===== src/hw/rtl/spmf_pkg.sv =====
`timescale 1ns / 1ps
// ----------------------------------------------------------------------------
// spmf_pkg
// Shared types, constants and tables of the person mask filter.
// ----------------------------------------------------------------------------
package spmf_pkg;

   localparam int MAX_PERSONS_DEF  = 16;
   localparam int CORDIC_STEPS_DEF = 16;
   localparam int ATAN_ENTRIES     = 24;

   localparam logic [31:0] CORDIC_INV_GAIN = 32'h26DD3B6A;

   localparam logic [1:0] FUNC_CLEAR  = 2'd0;
   localparam logic [1:0] FUNC_APPEND = 2'd1;
   localparam logic [1:0] FUNC_SAMPLE = 2'd2;

   localparam logic [2:0] CSR_RANGE_LOWER = 3'd0;
   localparam logic [2:0] CSR_RANGE_UPPER = 3'd1;
   localparam logic [2:0] CSR_ANGLE_START = 3'd2;
   localparam logic [2:0] CSR_ANGLE_STEP  = 3'd3;
   localparam logic [2:0] CSR_MASK_RADIUS = 3'd4;

   typedef enum logic [2:0] {
      ST_IDLE,
      ST_ANGLE,
      ST_CORDIC,
      ST_PROJECT,
      ST_SCAN,
      ST_DONE
   } state_type;

   // controller to datapath
   typedef struct packed {
      logic load;        // capture request item
      logic angle;       // form angle
      logic cordic_init; // start rotation
      logic cordic_step; // one rotation step
      logic project;     // scale cos/sin by range
      logic scan_step;   // compare one person
      logic finish;      // write result register
   } cmd_type;

   // datapath to controller
   typedef struct packed {
      logic in_bounds;
      logic cordic_last;
      logic scan_last;
      logic scan_empty;
   } status_type;

   function automatic logic [31:0] atan_lut(input logic [4:0] i);
      logic [31:0] r;
      unique case (i)
         5'd0:  r = 32'h20000000;
         5'd1:  r = 32'h12E4051D;
         5'd2:  r = 32'h09FB385B;
         5'd3:  r = 32'h051111D4;
         5'd4:  r = 32'h028B0D43;
         5'd5:  r = 32'h0145D7E1;
         5'd6:  r = 32'h00A2F61E;
         5'd7:  r = 32'h00517C55;
         5'd8:  r = 32'h0028BE53;
         5'd9:  r = 32'h00145F2F;
         5'd10: r = 32'h000A2F98;
         5'd11: r = 32'h000517CC;
         5'd12: r = 32'h00028BE6;
         5'd13: r = 32'h000145F3;
         5'd14: r = 32'h0000A2F9;
         5'd15: r = 32'h0000517C;
         5'd16: r = 32'h000028BE;
         5'd17: r = 32'h0000145F;
         5'd18: r = 32'h00000A2F;
         5'd19: r = 32'h00000517;
         5'd20: r = 32'h0000028B;
         5'd21: r = 32'h00000145;
         5'd22: r = 32'h000000A2;
         5'd23: r = 32'h00000051;
         default: r = 32'h0;
      endcase
      return r;
   endfunction

endpackage


===== src/hw/rtl/spmf_ctrl.sv =====
`timescale 1ns / 1ps
// ----------------------------------------------------------------------------
// spmf_ctrl
// Sequencer: accepts items, steps the datapath, hands off results.
// ----------------------------------------------------------------------------
module spmf_ctrl (
   input  logic                clock,
   input  logic                reset,
   input  logic                req_tvalid,
   output logic                req_tready,
   input  logic [1:0]          req_func,
   output logic                rsp_tvalid,
   input  logic                rsp_tready,
   input  spmf_pkg::status_type status,
   output spmf_pkg::cmd_type   cmd,
   output logic                table_clear,
   output logic                table_append
);
   import spmf_pkg::*;

   state_type state_ff, state_in;
   logic      rsp_valid_ff, rsp_valid_in;
   logic      accept;

   assign req_tready   = (state_ff == ST_IDLE);
   assign accept       = req_tvalid && req_tready;
   assign rsp_tvalid   = rsp_valid_ff;
   assign table_clear  = accept && (req_func == FUNC_CLEAR);
   assign table_append = accept && (req_func == FUNC_APPEND);

   always_comb begin
      state_in = state_ff;
      unique case (state_ff)
         ST_IDLE:    if (accept && req_func == FUNC_SAMPLE) state_in = ST_ANGLE;
         ST_ANGLE:   begin
            if (status.in_bounds) state_in = ST_CORDIC;
            else state_in = ST_DONE;
         end
         ST_CORDIC:  if (status.cordic_last) state_in = ST_PROJECT;
         ST_PROJECT: begin
            if (status.scan_empty) state_in = ST_DONE;
            else state_in = ST_SCAN;
         end
         ST_SCAN:    if (status.scan_last) state_in = ST_DONE;
         ST_DONE:    if (!rsp_valid_ff || rsp_tready) state_in = ST_IDLE;
         default:    state_in = ST_IDLE;
      endcase
   end

   always_comb begin
      cmd = '0;
      cmd.load = accept;
      unique case (state_ff)
         ST_IDLE:    ;
         ST_ANGLE:   begin
            cmd.angle       = 1'b1;
            cmd.cordic_init = 1'b1;
         end
         ST_CORDIC:  cmd.cordic_step = 1'b1;
         ST_PROJECT: cmd.project = 1'b1;
         ST_SCAN:    cmd.scan_step = 1'b1;
         ST_DONE:    cmd.finish = !rsp_valid_ff || rsp_tready;
         default:    ;
      endcase
   end

   always_comb begin
      rsp_valid_in = rsp_valid_ff;
      if (rsp_valid_ff && rsp_tready) rsp_valid_in = 1'b0;
      if (cmd.finish) rsp_valid_in = 1'b1;
   end

   always_ff @(posedge clock) begin
      if (reset) begin
         state_ff     <= ST_IDLE;
         rsp_valid_ff <= 1'b0;
      end else begin
         state_ff     <= state_in;
         rsp_valid_ff <= rsp_valid_in;
      end
   end

   a_ready_idle: assert property (@(posedge clock) disable iff (reset)
      req_tready |-> state_ff == ST_IDLE)
      else $error("ready outside idle");
   a_finish_done: assert property (@(posedge clock) disable iff (reset)
      cmd.finish |=> rsp_valid_ff)
      else $error("finish lost result");
   a_no_overwrite: assert property (@(posedge clock) disable iff (reset)
      (rsp_valid_ff && !rsp_tready) |-> !cmd.finish)
      else $error("result overwritten");
endmodule


===== config.mk =====
export PLATFORM = sky130hd
export DESIGN_NAME = spmf_ctrl
export DESIGN_NICKNAME = d
export VERILOG_FILES = /design/src/hw/rtl/spmf_pkg.sv /design/src/hw/rtl/spmf_ctrl.sv
export SDC_FILE = /design/constraint.sdc
export NUM_CORES = 1
export LEC_CHECK = 0
export BUFFER_PORTS_ARGS = -buffer_cell sky130_fd_sc_hd__buf_2
export CORE_AREA = 2 2 39 41
export DETAILED_ROUTE_END_ITERATION = 16
export DIE_AREA = 0 0 41 43
export PLACE_DENSITY = 0.57
export SLEW_MARGIN = 20
export SYNTH_ARGS = -nofsm -noshare
export SYNTH_HDL_FRONTEND = slang
export SYNTH_SLANG_ARGS = --single-unit

===== constraint.sdc =====
create_clock -name clock -period 1.24 [get_ports clock]
set_input_delay 0.062 -clock clock [delete_from_list [all_inputs] [get_ports clock]]
set_output_delay 0.062 -clock clock [all_outputs]
set_load 0.01 [all_outputs]

* Word-level counts from Yosys, hierarchy flattened
Index checks and enable logic that the tools add are counted.
** Word-level totals
- Bits in registers :: 4
- Bits in latches :: 0
- Memory bits (read-only) :: 0
- Word-level logic and storage cells :: 38
- Memories kept :: 0
- Output and inout bits :: 11
- Memory bits (writable) :: 0
- Input port bits :: 10
** Cells by class
- Reduce and logical (&&, ||, !) cells :: 11
- Bitwise operators :: 0
- Equality and inequality tests :: 11
- Multipliers :: 0
- $add $sub $neg :: 0
- Shift operators :: 0
- Divide/modulo/power cells :: 0
- $lt $le $gt $ge :: 0
- Muxes and demuxes :: 14
** Operators by type and width (number)
- $pmux 3 s6 :: 1
- $mux 3 :: 5
- $mux 1 :: 7
- $eq 3x2->1 const B :: 2
- $eq 3x3->1 const B :: 2
- $ne 2x2->1 const B :: 3
- $logic_and 1x1->1 :: 5
- $reduce_and 4->1 :: 1
- $eq 3x1->1 const B :: 1
- $logic_not 3->1 :: 1
- $eq 2x1->1 const B :: 1
- $eq 2x2->1 const B :: 1
- $logic_not 2->1 :: 1
- $mux 2 :: 1
- $ne 2x1->1 const B :: 1
- $reduce_bool 2->1 :: 1
- $logic_not 1->1 :: 1
- $logic_or 1x1->1 :: 1

* Logic depth before layout (Yosys ltp)
- Depth after elaboration :: 5
- Mapped depth :: 5
- Gate-level depth less buffers :: 4

* Least setup slack after synthesis
Ideal clock, no wire load.
- Kind :: flip-flop to output port
- From :: register state_ff[1]
- To :: output table_clear
- Path buffers :: 1
- Cell stages (with the launch flop) :: 5
- Data required time :: 1.178 ns
- Setup slack :: -0.003 ns
- Arrival :: 1.181 ns
- Cells stage by stage :: dfxtp_1 > buf_4 > nor3_2 > nand2_1 > nor3_1
** Between the ends
- Cells in the longest elaborated chain, start to end :: 3
** RTL lines
- start: declaration :: line spmf_ctrl.sv:21 : state_type state_ff, state_in;
- start signal: assignment :: line spmf_ctrl.sv:78 : state_ff <= state_in;
- $logic_not 3->1 :: line spmf_ctrl.sv:25 : assign req_tready = (state_ff == ST_IDLE);
- via req_tready :: line spmf_ctrl.sv:10 : output logic req_tready,
- $logic_and 1x1->1 :: line spmf_ctrl.sv:26 : assign accept = req_tvalid && req_tready;
- $logic_and 1x1->1 :: line spmf_ctrl.sv:28 : assign table_clear = accept && (req_func == FUNC_CLEAR);
- end: declaration :: line spmf_ctrl.sv:16 : output logic table_clear,
The timed path passes the listed nets, and every way through them passes these cells.

* Worst setup path in the final report
- From :: register state_ff[0]
- To :: output table_clear
** Between the ends
- Cells in the longest elaborated chain, start to end :: 3
** RTL lines (line)
- $logic_not 3->1 :: spmf_ctrl.sv:25
- $logic_and 1x1->1 :: spmf_ctrl.sv:26
- $logic_and 1x1->1 :: spmf_ctrl.sv:28
No other way between the ends.

==> metrics.txt <==
Yosys warning total=0; min cycle time layout=1260 ps; Layout Utilization=38.7%; Max Clk Rate=792 MHz; worst path cell trace=nor3_4, nand2_2, nor3_2, buf_2; Seq. cell area=88.8 um2; DP Wirelength=676 um; routed wire length=844 um; DRC Markers=0; reg2reg setup slack=10 ps; status=finished, violations left; dpl cell area=452 um2; final setup margin=-23.0 ps; post-synthesis sequential area ratio=24.2%; Mapped Nets=53; Startpoint Class=flip-flop; FF-to-FF Start=state_ff[0]$_SDFFE_PP0P_; die area=1760 um2; Synth area leader=dfxtp_1; Area contributors post-synth=dfxtp_1 (24%), buf_4 (9.1%), a21oi_1 (7.6%); fin. max-slew vios=0; Worst EP arrival=1200 ps; Hold Path Sink=state_ff[2]$_SDFFE_PP0P_; Fin Setup TNS=-23.0 ps; TritonCTS clock tree=done; share of post-route cells with drive strength above 1=62.3%; TritonCTS buffer count=3; Critical Path Max Stage Delay=360 ps; pre-CTS setup slack=24.5 ps; Multi-input gate area=224 um2; Worst setup EP type=primary output; DR pass1 iterations=4; max_slew headroom=86.1%; port buffer count=20; failing checks=negative setup slack; hold path cells=2; CP Buf/Inv Count=1; clock latency on the worst-skew pair=230 ps; fin nets=81; cell row count=14; # fillers=155; Chip Width=41 um; period utilization=102%; clock sinks=4; first-pass GRT wire length=1320 um; ant diodes=0; top cell type's share of synthesized area=24.2%; Worst Hold Launch=reset; Total Routing Usage GR=10.9%; min-delay worst type=primary input to flip-flop; CTS H-tree depth=1; largest net degree at the start of global routing=9; CP top delay family=simple AND/OR/NAND/NOR gates; drt via density=4.68; total core area=1380 um2; post-synthesis cell count=43; RR Endpoint=state_ff[0]$_SDFFE_PP0P_; CTS Root Buffer Type=clkbuf_4; Avg WL per Cell=9.93 um; clk slew on worst S/H paths=40 ps; peak supply drop=0.539 mV; hold slack=47.2 ps; initial antenna violation count=0; vias in the first global route=363; Max FO, Critical Path=5; Congestion Overflow GR=0; most common cell after layout, fill and taps aside=buf_2; antenna-violating nets left=0; gpl congestion=0.789; 1st-iter DRT viols=5; Synth Register Bits=4; Hold-fix buffers, CTS=0; Syn Area/Cell=7.68 um2; clock skew=2.52 ps; unrepaired setup endpoints after global routing=yes; io pins=21; worst-margin pin slew=208 ps; Initial Util=23.9%; Worst Setup Path Type=flip-flop to primary output; DIE HEIGHT=43 um; design area=536 um2; Critical Path RT=1180 ps; DR vias=398; Clock Tree Buf Depth=2; Max Cap Viol=0; Leakage=0.278 nW; PwrDens=1930 nW/um2; synthesized area=330 um2; Worst path slowest cell=dfxtp_4; final hold violation count=0; Synth cell types=21; Final setup viols=1; R2R depth=6; Area Overhead vs Synth=62.1%; commonest cells after routing, fill and taps aside=buf_2 (19), buf_4 (8), a21oi_1 (5)
-- report_power, final --
group	total [mW]	internal, mW	switching (mW)
combinational	0.635	0.346	0.289
clock	0.154	0.108	0.0462
sequential	0.244	0.176	0.0677
total	1.03	0.630	0.403
-- timing repair --
action,4_1_cts,5_1_grt
buffers inserted,1,2
hold endpoints to repair,0,0
gates resized for setup,9,4
setup endpoints to repair,6,6
pin swaps,1,2
-- worst max path at each step --
stage                                  start  cells after the start                       end  slack [ps]
floorplan           state_ff[1]$_SDFFE_PP0P_                      4              table_append          20
global placement    state_ff[0]$_SDFFE_PP0P_                      4  state_ff[0]$_SDFFE_PP0P_          70
detailed placement  state_ff[0]$_SDFFE_PP0P_                      4  state_ff[0]$_SDFFE_PP0P_          20
CTS                 state_ff[0]$_SDFFE_PP0P_                      4              table_append         -30
global route        state_ff[0]$_SDFFE_PP0P_                      4              table_append        -140
finish              state_ff[0]$_SDFFE_PP0P_                      4               table_clear         -20
-- cell usage after synthesis --
library cell and n:
a211o_1 1, a21oi_1 5, a221oi_2 1, and2b_1 1, and3_1 2, buf_4 4
buf_6 1, dfxtp_1 4, inv_1 2, inv_2 1, mux2i_1 2, nand2_1 4
nand2b_1 3, nand3_1 1, nand3b_1 1, nor2_1 2, nor3_1 4, nor3_2 1
nor3b_1 1, nor3b_2 1, o21ai_1 1
-- per-layer routing --
metal | track usage (%) | vias to the layer above | share of wire, %
met3 | 3.14 | 0 | 7.3
met2 | 18.4 | 16 | 50
met1 | 11.9 | 181 | 43
met4 | 4.00 | 0 | 0
li1 | - | 201 | -
met5 | 0 | - | 0
-- final cells by class --
| cell class | instances | share of cell area, % |
|---|---|---|
| inverters | 3 | 2.57 |
| clock buffers | 3 | 4.21 |
| flip-flops and latches | 4 | 16.6 |
| multi-input cells | 31 | 41.8 |
| well taps | 16 | 3.74 |
| repair buffers | 28 | 31.1 |
-- flip-flops by register name (all words and copies together) (netlist names) --
signal and flops:
rsp_tvalid 1, state_ff 3
-- kinds of logic after synthesis --
logic type | after synthesis | share of synthesized area [%]
and+or+nand+nor | 21 | 37.5
buffers and inverters | 8 | 15.9
DFF | 4 | 24.2
AOI/OAI and AO/OA | 8 | 16.3
muxes | 2 | 6.06
-- worst register-to-register path: stages (launching register included) --
cell and delay, ps:
dfxtp_4 360, buf_4 140, buf_4 130, inv_4 60, o21ai_1 70, a211o_1 270
mux2i_1 130
-- per-stage QoR --
| stage | power [mW] | instances |
|---|---|---|
| final | 1.03 | 85 |
| after detailed placement | 0.721 | 79 |
| after global placement | 0.716 | 79 |
| after floorplan | 0.577 | 43 |
| after global routing | 1.13 | 85 |
| after CTS | 0.972 | 83 |
No activity file was read; power rests on OpenSTA's default activity.
